File: config.mk
export PLATFORM = sky130hd
export DESIGN_NAME = i2c_master_transaction_engine
export DESIGN_NICKNAME = d
export VERILOG_FILES = /design/src/i2cmte_pkg.sv /design/src/i2cmte_fsm.sv /design/src/i2c_master_transaction_engine.sv
export SDC_FILE = /design/constraint.sdc
export NUM_CORES = 1
export LEC_CHECK = 0
export BUFFER_PORTS_ARGS = -buffer_cell sky130_fd_sc_hd__buf_2
export CORE_ASPECT_RATIO = 1.2
export CORE_UTILIZATION = 57
export CTS_CLUSTER_SIZE = 40
export DETAILED_ROUTE_END_ITERATION = 10
export PLACE_DENSITY = 0.88
export SLEW_MARGIN = 20
export SYNTH_ARGS = -nofsm -noshare
export SYNTH_HDL_FRONTEND = slang
export SYNTH_SLANG_ARGS = --single-unit
File: constraint.sdc
create_clock -name i_clk -period 2.05 [get_ports i_clk]
set_input_delay 0.41 -clock i_clk [delete_from_list [all_inputs] [get_ports i_clk]]
set_output_delay 0.41 -clock i_clk [all_outputs]
set_load 0.02 [all_outputs]
File: src/i2cmte_pkg.sv
package i2cmte_pkg;

    localparam logic [7:0] HOLD_RESET = 8'd10;
    localparam int BYTE_BITS = 8;

    typedef enum logic [2:0] {
        PH_IDLE  = 3'd0,
        PH_START = 3'd1,
        PH_WLOAD = 3'd2,
        PH_WBIT  = 3'd3,
        PH_ACK   = 3'd4,
        PH_READ  = 3'd5,
        PH_RACK  = 3'd6,
        PH_STOP  = 3'd7
    } t_phase;

    typedef struct packed {
        logic       go;
        logic [7:0] address;
        logic [7:0] byte_count;
        logic [7:0] write_data;
        logic       sda_in;
    } t_in_word;

    typedef struct packed {
        logic       scl_out;
        logic       sda_out;
        logic       byte_taken;
        logic       read_valid;
        logic [7:0] read_data;
        logic       done_res;
        logic       nack_error;
        logic       busy_res;
    } t_out_word;

endpackage

File: src/i2cmte_fsm.sv
module i2cmte_fsm (
    input  logic                  i_clk,
    input  logic                  i_rst_n,
    input  logic                  i_en,
    input  i2cmte_pkg::t_in_word  i_in,
    input  logic [7:0]            i_hold,
    output i2cmte_pkg::t_out_word o_res
);

    i2cmte_pkg::t_phase r_phase, n_phase;
    logic [1:0] r_sub, n_sub;
    logic [3:0] r_bit, n_bit;
    logic [7:0] r_left, n_left;
    logic [7:0] r_shift, n_shift;
    logic       r_read_mode, n_read_mode;
    logic [7:0] r_hold_cnt, n_hold_cnt;
    logic       r_failed, n_failed;

    always_ff @(posedge i_clk) begin
        if (!i_rst_n) begin
            r_phase     <= i2cmte_pkg::PH_IDLE;
            r_sub       <= 2'd0;
            r_bit       <= 4'd0;
            r_left      <= 8'd0;
            r_shift     <= 8'd0;
            r_read_mode <= 1'b0;
            r_hold_cnt  <= 8'd0;
            r_failed    <= 1'b0;
        end else if (i_en) begin
            r_phase     <= n_phase;
            r_sub       <= n_sub;
            r_bit       <= n_bit;
            r_left      <= n_left;
            r_shift     <= n_shift;
            r_read_mode <= n_read_mode;
            r_hold_cnt  <= n_hold_cnt;
            r_failed    <= n_failed;
        end
    end

    always_comb begin
        n_phase     = r_phase;
        n_sub       = r_sub;
        n_bit       = r_bit;
        n_left      = r_left;
        n_shift     = r_shift;
        n_read_mode = r_read_mode;
        n_hold_cnt  = r_hold_cnt;
        n_failed    = r_failed;
        o_res       = '0;
        o_res.scl_out  = 1'b1;
        o_res.sda_out  = 1'b1;
        o_res.busy_res = 1'b1;
        case (r_phase)
            i2cmte_pkg::PH_START: begin
                o_res.sda_out = 1'b0;
                if (r_sub == 2'd0) begin
                    n_sub = 2'd1;
                end else if (r_hold_cnt != 8'd0) begin
                    n_hold_cnt = r_hold_cnt - 8'd1;
                end else begin
                    o_res.scl_out = 1'b0;
                    n_phase = i2cmte_pkg::PH_WBIT;
                    n_sub   = 2'd0;
                    n_bit   = 4'd0;
                end
            end
            i2cmte_pkg::PH_WLOAD: begin
                n_shift          = i_in.write_data;
                o_res.byte_taken = 1'b1;
                n_left           = r_left - 8'd1;
                o_res.sda_out    = i_in.write_data[7];
                o_res.scl_out    = 1'b0;
                n_phase = i2cmte_pkg::PH_WBIT;
                n_sub   = 2'd1;
                n_bit   = 4'd0;
            end
            i2cmte_pkg::PH_WBIT: begin
                o_res.sda_out = r_shift[7];
                o_res.scl_out = (r_sub == 2'd1);
                if (r_sub >= 2'd2) begin
                    n_shift = {r_shift[6:0], 1'b0};
                    n_sub   = 2'd0;
                    n_bit   = r_bit + 4'd1;
                    if (n_bit >= 4'(i2cmte_pkg::BYTE_BITS)) begin
                        n_phase = i2cmte_pkg::PH_ACK;
                        n_bit   = 4'd0;
                    end
                end else begin
                    n_sub = r_sub + 2'd1;
                end
            end
            i2cmte_pkg::PH_ACK: begin
                if (r_sub == 2'd0) begin
                    o_res.scl_out = 1'b0;
                    n_sub = 2'd1;
                end else if (r_sub == 2'd1) begin
                    n_failed = i_in.sda_in;
                    n_sub    = 2'd2;
                end else begin
                    o_res.scl_out = 1'b0;
                    n_sub = 2'd0;
                    n_bit = 4'd0;
                    if (r_failed || r_left == 8'd0) begin
                        n_phase = i2cmte_pkg::PH_STOP;
                    end else if (r_read_mode) begin
                        n_phase = i2cmte_pkg::PH_READ;
                    end else begin
                        n_phase = i2cmte_pkg::PH_WLOAD;
                    end
                end
            end
            i2cmte_pkg::PH_READ: begin
                if (r_sub == 2'd0) begin
                    o_res.scl_out = 1'b0;
                    n_left = r_left - 8'd1;
                    n_bit  = 4'd0;
                    n_sub  = 2'd1;
                end else if (r_sub == 2'd1) begin
                    n_shift = {r_shift[6:0], i_in.sda_in};
                    if (r_bit == 4'd7) begin
                        o_res.read_valid = 1'b1;
                        o_res.read_data  = n_shift;
                    end
                    n_sub = 2'd2;
                end else begin
                    o_res.scl_out = 1'b0;
                    n_bit = r_bit + 4'd1;
                    n_sub = 2'd1;
                    if (n_bit >= 4'(i2cmte_pkg::BYTE_BITS)) begin
                        n_phase = i2cmte_pkg::PH_RACK;
                        n_sub   = 2'd0;
                        n_bit   = 4'd0;
                    end
                end
            end
            i2cmte_pkg::PH_RACK: begin
                o_res.sda_out = (r_left == 8'd0);
                o_res.scl_out = (r_sub == 2'd1);
                if (r_sub >= 2'd2) begin
                    n_sub   = 2'd0;
                    n_phase = (r_left == 8'd0) ? i2cmte_pkg::PH_STOP
                                               : i2cmte_pkg::PH_READ;
                end else begin
                    n_sub = r_sub + 2'd1;
                end
            end
            i2cmte_pkg::PH_STOP: begin
                if (r_sub == 2'd0) begin
                    o_res.sda_out = 1'b0;
                    n_sub = 2'd1;
                end else begin
                    o_res.done_res   = 1'b1;
                    o_res.nack_error = r_failed;
                    n_phase = i2cmte_pkg::PH_IDLE;
                    n_sub   = 2'd0;
                end
            end
            default: begin
                n_phase = i2cmte_pkg::PH_IDLE;
                n_sub   = 2'd0;
                if (i_in.go) begin
                    n_shift     = i_in.address;
                    n_read_mode = i_in.address[0];
                    n_left      = i_in.byte_count;
                    n_hold_cnt  = i_hold;
                    n_failed    = 1'b0;
                    n_bit       = 4'd0;
                    n_phase     = i2cmte_pkg::PH_START;
                end else begin
                    o_res.busy_res = 1'b0;
                end
            end
        endcase
    end

    a_done_to_idle: assert property (@(posedge i_clk) disable iff (!i_rst_n)
        i_en && o_res.done_res |=> r_phase == i2cmte_pkg::PH_IDLE)
        else $error("done not followed by idle");

    a_flags_exclusive: assert property (@(posedge i_clk) disable iff (!i_rst_n)
        $onehot0({o_res.done_res, o_res.byte_taken, o_res.read_valid}))
        else $error("done, byte_taken and read_valid overlap");

    a_taken_write_only: assert property (@(posedge i_clk) disable iff (!i_rst_n)
        o_res.byte_taken |-> !r_read_mode)
        else $error("byte taken in a read transaction");

    a_read_valid_read_only: assert property (@(posedge i_clk) disable iff (!i_rst_n)
        o_res.read_valid |-> r_read_mode)
        else $error("read byte in a write transaction");

    a_nack_with_done: assert property (@(posedge i_clk) disable iff (!i_rst_n)
        o_res.nack_error |-> o_res.done_res && o_res.busy_res)
        else $error("nack without done");

endmodule

File: src/i2c_master_transaction_engine.sv
// I2C master that runs one transaction per go request, one bus line state per
// input word. Each accepted word yields exactly one result word carrying the
// SCL/SDA drive for that tick plus status flags. A word is accepted every clock
// while the result register is empty or being drained, and its result appears
// in that register on the next cycle; the single output register also sets the
// one-word-per-cycle throughput. Write the start hold register only while no
// transaction is in progress.
module i2c_master_transaction_engine (
    input  logic                  i_clk,
    input  logic                  i_rst_n,
    input  logic                  i_cfg_we,
    input  logic [7:0]            i_cfg_data,
    input  logic                  i_in_valid,
    output logic                  o_in_ready,
    input  i2cmte_pkg::t_in_word  i_in_data,
    output logic                  o_out_valid,
    input  logic                  i_out_ready,
    output i2cmte_pkg::t_out_word o_out_data
);

    logic [7:0]            r_hold;
    logic                  r_out_valid;
    i2cmte_pkg::t_out_word r_out_data;
    i2cmte_pkg::t_out_word n_out_data;
    logic                  w_accept;

    assign o_in_ready  = !r_out_valid || i_out_ready;
    assign w_accept    = i_in_valid && o_in_ready;
    assign o_out_valid = r_out_valid;
    assign o_out_data  = r_out_data;

    always_ff @(posedge i_clk) begin
        if (!i_rst_n) begin
            r_hold <= i2cmte_pkg::HOLD_RESET;
        end else if (i_cfg_we) begin
            r_hold <= i_cfg_data;
        end
    end

    i2cmte_fsm u_fsm (
        .i_clk   (i_clk),
        .i_rst_n (i_rst_n),
        .i_en    (w_accept),
        .i_in    (i_in_data),
        .i_hold  (r_hold),
        .o_res   (n_out_data)
    );

    always_ff @(posedge i_clk) begin
        if (!i_rst_n) begin
            r_out_valid <= 1'b0;
        end else if (o_in_ready) begin
            r_out_valid <= i_in_valid;
        end
    end

    always_ff @(posedge i_clk) begin
        if (w_accept) begin
            r_out_data <= n_out_data;
        end
    end

endmodule

==> results.sh, run 1 <==
export IMPL_finalCritPeriodShare_pct=91.4
export IMPL_grt_overflow=0
export IMPL_die_area_um2=6260
export IMPL_finalWorstSetupSlack_ns=0.177
export IMPL_wl_per_cell_um=15.1
export IMPL_crit_type="flop to flop"
export IMPL_status="completed"
export IMPL_met3_length_um=490
export IMPL_syn_avg_cell_area_um2=8.65
export IMPL_synth_edf_count=15
export IMPL_synth_cell_type_count=73
export IMPL_multiInputGateArea_um2=1910
export IMPL_yosys_area_top_type="dfxtp_1"
export IMPL_gp_congestion=0.931
export IMPL_slew_headroom_pct=59.6
export IMPL_cts_buffers=9
export IMPL_grt_max_degree=43
export IMPL_skew_ns=0.0122
export IMPL_regArea_um2=1330
export IMPL_io_pins=56
export IMPL_met2_length_mm=4.10
export IMPL_die_h_um=86.5
export IMPL_required_ns=2.31
export IMPL_post_cts_repair_setup_buffers=0
export IMPL_first_pass_iters=6
export IMPL_worst_pin_slew_ns=0.604
export IMPL_clk_latency_ns=0.35
export IMPL_p_leak_nw=1.66
export IMPL_ir_drop_mv=0.499
export IMPL_cp_arrival_ns=2.13
export IMPL_highest_layer="met4"
export IMPL_cap_violations=0
export IMPL_grt_pass1_wl_mm=13.8
export IMPL_drt_initial_drc_count=254
export IMPL_grt_total_usage_pct=28.4
export IMPL_finalSetupViolCount=0
export IMPL_power_mw=2.98
export IMPL_htree_levels=3
export IMPL_dp_slack_ns=-0.0142
export IMPL_ys_ff_latch=59
export IMPL_synth_area_um2=3390
export IMPL_n_fill_cell=483
export IMPL_rows=30
export IMPL_cts_hold_fix_buffers=0
export IMPL_post_cts_resized=1
export IMPL_dp_hpwl_mm=5.81
export IMPL_yosysSeqAreaShare_pct=39.3
export IMPL_nets=506
export IMPL_async_flop_share_pct=0
export IMPL_layout_drive_gt1_share_pct=25.9
export IMPL_antenna_left=0
export IMPL_portBuffers=55
export IMPL_area_growth_pct=20.2
export IMPL_maxSlewViolCount=0
export IMPL_rsz0062_at_grt="false"
export IMPL_drc=0
export IMPL_grt_pass1_vias=3021
export IMPL_start_kind="flop"
export IMPL_synth_top_area_share_pct=26.0
export IMPL_ys_warn_count=0
export IMPL_clock_sinks=59
export IMPL_n_antenna_cell=0
export IMPL_root_buffer="clkbuf_8"
export IMPL_path_max_fanout=15
export IMPL_core_um2=5710
export IMPL_postSynthNetCount=436
export IMPL_drt_total_wl_mm=8.29
export IMPL_p_per_area_nw_per_um2=731
export IMPL_max_freq_mhz=534
export IMPL_cts_tree="done"
export IMPL_fin_crit_ns=1.87
export IMPL_cp_end_kind="flop"
export IMPL_viasPerCell=6.04
export IMPL_clk_path_buf_depth=2
export IMPL_path_clk_slew_ns=0.07
export IMPL_netlist_top_cells_area="dfxtp_1 (26%), edfxtp_1 (13%), a21oi_1 (6.2%)"
export IMPL_start_util_pct=59.4
export IMPL_vias=3305
export IMPL_wl_met1_mm=3.45
export IMPL_synth_top_flop_cell="dfxtp_1"
export IMPL_hold_class="input pin to flop"
export IMPL_die_w_um=72.4
export IMPL_hold_violations=0
export IMPL_antenna_found_initial=0
export IMPL_synthCells=392
worst paths after layout:
path / endpoint / cells past startpoint / from / slack [ns]
hold reg to reg: u_fsm.r_bit[1]$_SDFFE_PN0P_ / 2 / u_fsm.r_bit[1]$_SDFFE_PN0P_ / 0.48
setup / recovery: u_fsm.r_shift[1]$_SDFFE_PN0P_ / 7 / u_fsm.r_phase[1]$_SDFFE_PN0P_ / 0.18
hold / removal: r_hold[3]$_SDFFE_PN1P_ / 3 / i_cfg_data[3] / 0.27
setup reg to reg: u_fsm.r_shift[1]$_SDFFE_PN0P_ / 7 / u_fsm.r_phase[1]$_SDFFE_PN0P_ / 0.18
through the flow:
stage               cells  hold WS [ns]  TNS (ns)  area (um2)  util [%]
global route          547         0.295         0        4070      71.4
global placement      531         0.458         0        3870      67.9
detailed placement    531         0.471   -0.0142        3870      67.9
floorplan             392         0.441         0        3390         -
CTS                   547         0.277         0        4050      70.9
finish                547         0.275         0        4070      71.4
cell usage in the layout (no fill, tap or decap), types with 4 or more instances in the layout:
cell type,count
a21o_1,8
a21oi_1,42
a311oi_1,9
and2_1,12
buf_2,55
buf_4,27
clkbuf_8,10
dfxtp_1,43
edfxtp_1,15
ha_1,5
inv_1,9
mux2i_1,12
nand2_1,30
nand2b_1,6
nand3_1,14
nor2_1,43
nor3_1,11
nor4_1,5
o211ai_1,6
o21ai_0,19
o21ai_1,4
o221ai_1,6
synthesized netlist by cell type (2+ instances only):
cell type  number
nor4_1          5
o21bai_1        2
o211ai_1        6
a21o_1          8
inv_1           9
buf_2          13
nor2_1         43
o41ai_1         2
edfxtp_1       15
mux2i_1        12
a211oi_1        3
o21a_1          2
or3_1           2
dfxtp_1        44
ha_1            5
and2_1         12
nand2_1        31
nand2b_1        6
o21ai_0        19
or2_2           2
a311oi_1        9
nand4_1         3
buf_4           4
and2b_1         2
o221ai_1        6
nand3b_1        3
o21ai_1         4
and3_1          3
a21oi_1        42
nor3_1         11
clkbuf_1        6
o31ai_1         3
nand3_1        14
a31oi_1         2
layout make-up:
cell class / count / share of cell area (%)
multi-input cells: 297 / 46.9
inverters: 11 / 1.01
repair buffers: 84 / 12.7
clock buffers: 11 / 3.47
clock inverters: 5 / 0.737
flip-flops and latches: 59 / 32.7
well taps: 80 / 2.46
cells by family after synthesis:
logic type      share of synthesized area (%)
simple gates                             24.1
compound gates                           25.6
flops                                    39.3
buf+inv                                  5.13
mux                                      3.54
fa+ha+maj                                1.85
xor+xnor                                0.517
worst max-delay path, cell delays in order (launching register included):
cell and delay [ns]:
dfxtp_2 0.41, buf_4 0.22, buf_4 0.17, inv_1 0.29
nor3_1 0.11, o21ai_0 0.17, o221ai_1 0.15, a311oi_1 0.27
report_power, final:
group / switching, mW / internal (mW)
clock: 0.467 / 0.464
sequential: 0.0673 / 1.27
combinational: 0.405 / 0.303
total: 0.940 / 2.04
state kept, by name, indices dropped and copies added, names as in the netlist:
signal and cells:
u_fsm.r_failed 1, o_out_data 15, u_fsm.r_left 8, u_fsm.r_phase 3, u_fsm.r_hold_cnt 8, u_fsm.r_sub 2
u_fsm.r_read_mode 1, r_hold 8, u_fsm.r_bit 4, u_fsm.r_shift 8, o_out_valid 1
routing by layer:
| metal | vias up | track usage, % |
|---|---|---|
| met3 | 26 | 5.81 |
| met2 | 143 | 47.5 |
| met4 | 0 | 13.5 |
| met1 | 1534 | 34.7 |
| met5 | - | 0 |
| li1 | 1602 | - |
Power figures use the tool's default switching activity.
==> run 2, diff against run 1 <==
- CORE_UTILIZATION: 57 -> 51
- PLACE_DENSITY: 0.88 -> 0.83
- clock period: 2.05 -> 1.6 ns (I/O delays scaled with it)
==> run 2 against run 1 <==
The run now ends with negative setup slack left. Critical path depth is 3 higher. Non-clock buffer count is 70 higher. Die area is 11% higher. Total power is 64% higher. Wire length is 52% higher. Worst setup slack worse by 0.45 ns. Global-route usage is 2.3 points higher. Worst hold slack worse by 0.078 ns. Core utilization is 9.4 points higher. Maximum frequency hardly changed. Count of clock-buffer cells in the layout is 1 higher. Sequential share of layout area is 6.6 points lower. Critical path type unchanged.
==> results.sh, run 2 (synthesized netlist as in run 1, its figures left out) <==
export IMPL_status="complete, but fails checks"
export IMPL_violations="negative setup slack"
export IMPL_finalSetupViolCount=41
export IMPL_start_util_pct=52.9
export IMPL_clock_sinks=59
export IMPL_cp_end_kind="flop"
export IMPL_clk_latency_ns=0.36
export IMPL_grt_pass1_wl_mm=17.1
export IMPL_grt_max_degree=36
export IMPL_hold_class="input pin to flop"
export IMPL_crit_type="flop to flop"
export IMPL_antenna_left=0
export IMPL_skew_ns=0.00911
export IMPL_vias=4025
export IMPL_root_buffer="clkbuf_8"
export IMPL_p_leak_nw=2.17
export IMPL_fin_crit_ns=1.87
export IMPL_r2r_start="u_fsm.r_hold_cnt[0]$_SDFFE_PN0P_"
export IMPL_largest_reg_flops=15
export IMPL_io_pins=56
export IMPL_n_antenna_cell=0
export IMPL_portBuffers=55
export IMPL_die_w_um=76.4
export IMPL_clk_path_buf_depth=2
export IMPL_wl_per_cell_um=20.1
export IMPL_max_freq_mhz=534
export IMPL_start_kind="flop"
export IMPL_dpl_cell_area_um2=4260
export IMPL_grt_pass1_vias=3683
export IMPL_drt_total_wl_mm=12.6
export IMPL_core_um2=6410
export IMPL_dp_hpwl_mm=6.66
export IMPL_layout_commonest_cell="buf_4"
export IMPL_maxSlewViolCount=0
export IMPL_multiInputGateArea_um2=2250
export IMPL_p_per_area_nw_per_um2=941
export IMPL_regArea_um2=1350
export IMPL_antenna_found_initial=0
export IMPL_finalCritPeriodShare_pct=117
export IMPL_rows=32
export IMPL_cap_violations=0
export IMPL_hold_violations=0
export IMPL_path_clk_slew_ns=0.07
export IMPL_final_cell_area_um2=5170
export IMPL_n_fill_cell=387
export IMPL_gp_congestion=0.894
export IMPL_hold_start="i_cfg_data[0]"
export IMPL_die_h_um=91.3
export IMPL_startpoint="u_fsm.r_hold_cnt[0]$_SDFFE_PN0P_"
export IMPL_slew_headroom_pct=74.3
export IMPL_area_growth_pct=52.6
export IMPL_htree_levels=3
export IMPL_drt_initial_drc_count=335
export IMPL_required_ns=1.86
export IMPL_cp_arrival_ns=2.13
export IMPL_drc=0
export IMPL_rsz0062_at_grt="true"
export IMPL_grt_overflow=0
export IMPL_grt_total_usage_pct=30.7
export IMPL_layout_drive_gt1_share_pct=45.7
export IMPL_final_cell_mix="buf_4 (74), buf_2 (56), nor2_1 (40)"
export IMPL_viasPerCell=6.43
export IMPL_worst_pin_slew_ns=0.386
export IMPL_cts_tree="done"
export IMPL_finalWorstSetupSlack_ns=-0.271
export IMPL_utilization_pct=80.7
export IMPL_path_max_fanout=3
export IMPL_cts_buffers=9
export IMPL_nets=580
export IMPL_first_pass_iters=5
export IMPL_ir_drop_mv=0.757
export IMPL_die_area_um2=6980
[run 2: cell types whose count changed in the layout (fill, tap and decap cells not counted), moves of 4 or more]
cell     before  now
buf_4        27   74
buf_6         0   18
o21ai_0      19   10
dfxtp_1      43   35
a21oi_1      42   36
dfxtp_2       1    6
o21ai_1       4    9
inv_1         9    5
nand2_1      30   26
nor4_1        5    1
nor4_2        0    4
o21ai_2       1    5
[run 2: worst max-delay path: stages, from the launching register on]
cell	delay [ns]
dfxtp_2	0.33
inv_2	0.08
ha_4	0.13
nor3b_4	0.28
buf_6	0.15
a21oi_4	0.08
buf_6	0.15
a21oi_4	0.16
buf_4	0.15
o21ai_2	0.06
a21oi_1	0.20
[run 2: stage by stage]
step / worst slack [ns] / total power [mW] / hold WS, ns / setup TNS (ns) / cells
after floorplan: -0.0339 / 2.37 / 0.441 / -0.0339 / 392
after CTS: -0.115 / 4.55 / 0.182 / -1.17 / 604
final: -0.271 / 4.87 / 0.196 / -4.45 / 626
after global placement: -0.211 / 2.76 / 0.465 / -4.10 / 575
after detailed placement: -0.296 / 2.80 / 0.480 / -6.07 / 575
after global routing: -0.315 / 5.00 / 0.219 / -6.92 / 626
[run 2: worst paths after layout]
path / endpoint / slack [ns] / cells past startpoint
max reg2reg: u_fsm.r_sub[0]$_SDFFE_PN0P_ / -0.27 / 10
max: u_fsm.r_sub[0]$_SDFFE_PN0P_ / -0.27 / 10
min reg2reg: u_fsm.r_bit[1]$_SDFFE_PN0P_ / 0.50 / 2
min: r_hold[0]$_SDFFE_PN0P_ / 0.20 / 3
[run 2: layout make-up]
type / count / area share [%]
Sequential cell: 59 / 26.1
Timing Repair Buffer: 154 / 22.6
Clock inverter: 4 / 1.35
Tap cell: 85 / 2.06
Inverter: 11 / 0.943
Multi-Input combinational cell: 300 / 43.6
Timing Repair inverter: 1 / 0.145
Clock buffer: 12 / 3.22
[run 2: report_power, final]
group	total [mW]	switching [mW]	internal, mW
clock network	1.65	0.643	1.01
registers	1.71	0.0833	1.62
logic	1.51	0.799	0.709
total	4.87	1.53	3.34
[run 2: what timing repair did]
item	in CTS	in global routing
setup buffers	10	19
hold buffers	0	0
resized for setup	33	65
gates cloned	3	4
setup endpoints to repair	42	44
pin swaps	22	34
[run 2: routing by layer]
| layer | track usage (%) | share of wire [%] |
|---|---|---|
| met5 | 0 | 0 |
| met4 | 19.6 | 5.5 |
| met3 | 4.42 | 7.5 |
| met2 | 55.0 | 50 |
| met1 | 33.6 | 37 |
==> run 3, diff against run 2 <==
- BUFFER_PORTS_ARGS: -buffer_cell sky130_fd_sc_hd__buf_2 -> -buffer_cell sky130_fd_sc_hd__clkbuf_2
- SETUP_SLACK_MARGIN: default -> 0.1
- TNS_END_PERCENT: default -> 5
==> run 3 against run 2 <==
The flow still finishes with violations (negative setup slack). Via count shrank 13%. Non-clock buffer count is 31 lower. Register-to-register slack improved by 0.08 ns. Clock power down 12%. First-iteration DRC count shrank 36%. Worst hold slack worse by 0.013 ns. Die area did not move. Clock skew is 0.0045 ns higher. Largest cell class unchanged. Highest routed layer unchanged.
==> results.sh, run 3 (synthesized netlist as in run 1, its figures left out) <==
export IMPL_nets=545
export IMPL_skew_ns=0.0136
export IMPL_die_area_um2=6980
export IMPL_layout_drive_gt1_share_pct=41.1
export IMPL_io_pins=56
export IMPL_cts_tree="done"
export IMPL_antenna_left=0
export IMPL_setup_tns_ns=-1.28
export IMPL_dpl_cell_area_um2=4240
export IMPL_dp_hpwl_mm=6.62
export IMPL_cp_end_kind="flop"
export IMPL_slew_headroom_pct=71.9
export IMPL_portBuffers=55
export IMPL_core_um2=6410
export IMPL_grt_pass1_vias=3317
export IMPL_finalSetupViolCount=18
export IMPL_final_cell_area_um2=4700
export IMPL_drt_initial_drc_count=213
export IMPL_cap_violations=0
export IMPL_worst_pin_slew_ns=0.416
export IMPL_die_w_um=76.4
export IMPL_met2_length_mm=5.06
export IMPL_path_max_fanout=7
export IMPL_dp_slack_ns=-0.204
export IMPL_drc=0
export IMPL_highest_layer="met4"
export IMPL_max_freq_mhz=558
export IMPL_start_util_pct=52.9
export IMPL_rows=32
export IMPL_grt_total_usage_pct=28.3
export IMPL_n_antenna_cell=0
export IMPL_crit_type="flop to flop"
export IMPL_rsz0062_at_grt="true"
export IMPL_status="complete, but fails checks"
export IMPL_finalCritPeriodShare_pct=112
export IMPL_clock_sinks=59
export IMPL_htree_levels=3
export IMPL_cp_arrival_ns=2.09
export IMPL_start_kind="flop"
export IMPL_gp_congestion=0.966
export IMPL_cts_buffers=9
export IMPL_clk_path_buf_depth=2
export IMPL_required_ns=1.90
export IMPL_wl_met1_mm=3.86
export IMPL_root_buffer="clkbuf_8"
export IMPL_vias=3501
export IMPL_cts_hold_fix_buffers=0
export IMPL_drt_total_wl_mm=9.82
export IMPL_clk_latency_ns=0.36
export IMPL_hold_violations=0
export IMPL_die_h_um=91.3
export IMPL_ir_drop_mv=0.640
export IMPL_violations="negative setup slack"
export IMPL_maxSlewViolCount=0
export IMPL_hold_class="input pin to flop"
export IMPL_p_per_area_nw_per_um2=926
export IMPL_largest_reg_flops=15
export IMPL_grt_pass1_wl_mm=15.4
export IMPL_wl_per_cell_um=16.6
export IMPL_grt_max_degree=20
export IMPL_path_clk_slew_ns=0.07
export IMPL_first_pass_iters=5
export IMPL_final_cell_mix="clkbuf_2 (55), buf_4 (55), nor2_1 (41)"
export IMPL_viasPerCell=5.92
export IMPL_finalWorstSetupSlack_ns=-0.192
export IMPL_p_leak_nw=1.97
export IMPL_area_growth_pct=38.8
export IMPL_fin_crit_ns=1.79
export IMPL_power_mw=4.36
export IMPL_met3_length_um=534
export IMPL_whs_ns=0.183
export IMPL_grt_overflow=0
export IMPL_antenna_found_initial=0
## run 3: changes by cell type in the layout (fill, tap and decap cells not counted), moves of 3 or more
| cell | delta |
|---|---|
| buf_6 | -8 |
| and2_1 | -6 |
| buf_4 | -19 |
| nor2_4 | -3 |
| and2_4 | +6 |
| o21ai_0 | +5 |
| o21ai_2 | -4 |
| buf_2 | -56 |
| clkbuf_2 | +55 |
## run 3: final cells by class
class	count	area (um2)
clock buffer	10	149
sequential	59	1350
inverter	11	48.8
tap	85	106
clock inverter	6	61.3
fill	460	1700
timing repair buffer	123	856
multi-input combinational	297	2130
## run 3: worst paths after layout
path | slack [ns] | start | cells past startpoint | endpoint
worst max-delay path | -0.19 | u_fsm.r_phase[0]$_SDFFE_PN0P_ | 6 | u_fsm.r_bit[0]$_SDFFE_PN0P_
worst min-delay path | 0.18 | i_cfg_data[3] | 3 | r_hold[3]$_SDFFE_PN1P_
worst max register to register | -0.19 | u_fsm.r_phase[0]$_SDFFE_PN0P_ | 6 | u_fsm.r_bit[0]$_SDFFE_PN0P_
worst min register to register | 0.49 | u_fsm.r_left[7]$_SDFFE_PN0P_ | 2 | u_fsm.r_left[7]$_SDFFE_PN0P_
## run 3: critical path: stages, from the launching register on
cell	delay, ns
dfxtp_4	0.36
buf_6	0.12
or4bb_1	0.19
nand4_1	0.21
nand4b_4	0.30
or3_1	0.41
a21oi_2	0.14
## run 3: stage by stage
stage,std cells,utilization (%)
CTS,591,71.5
detailed placement,570,66.1
global placement,570,66.1
global route,591,73.4
floorplan,392,-
finish,591,73.4
## run 3: layer usage
layer,vias up,GRT usage (%)
li1,1675,-
met1,1632,30.6
met2,159,50.2
met3,35,6.93
met4,0,16.0
met5,-,0
## run 3: timing repair
item | 4_1_cts | 5_1_grt
endpoints found under the hold margin | 0 | 0
cloned | 0 | 0
setup buffers | 5 | 0
pin swaps | 28 | 15
resized for setup | 30 | 29
endpoints found under the setup margin | 45 | 45
## run 3: report_power, final
part	internal, mW	switching (mW)
combinational	0.542	0.643
sequential	1.63	0.0832
clock	0.810	0.652
total	2.98	1.38
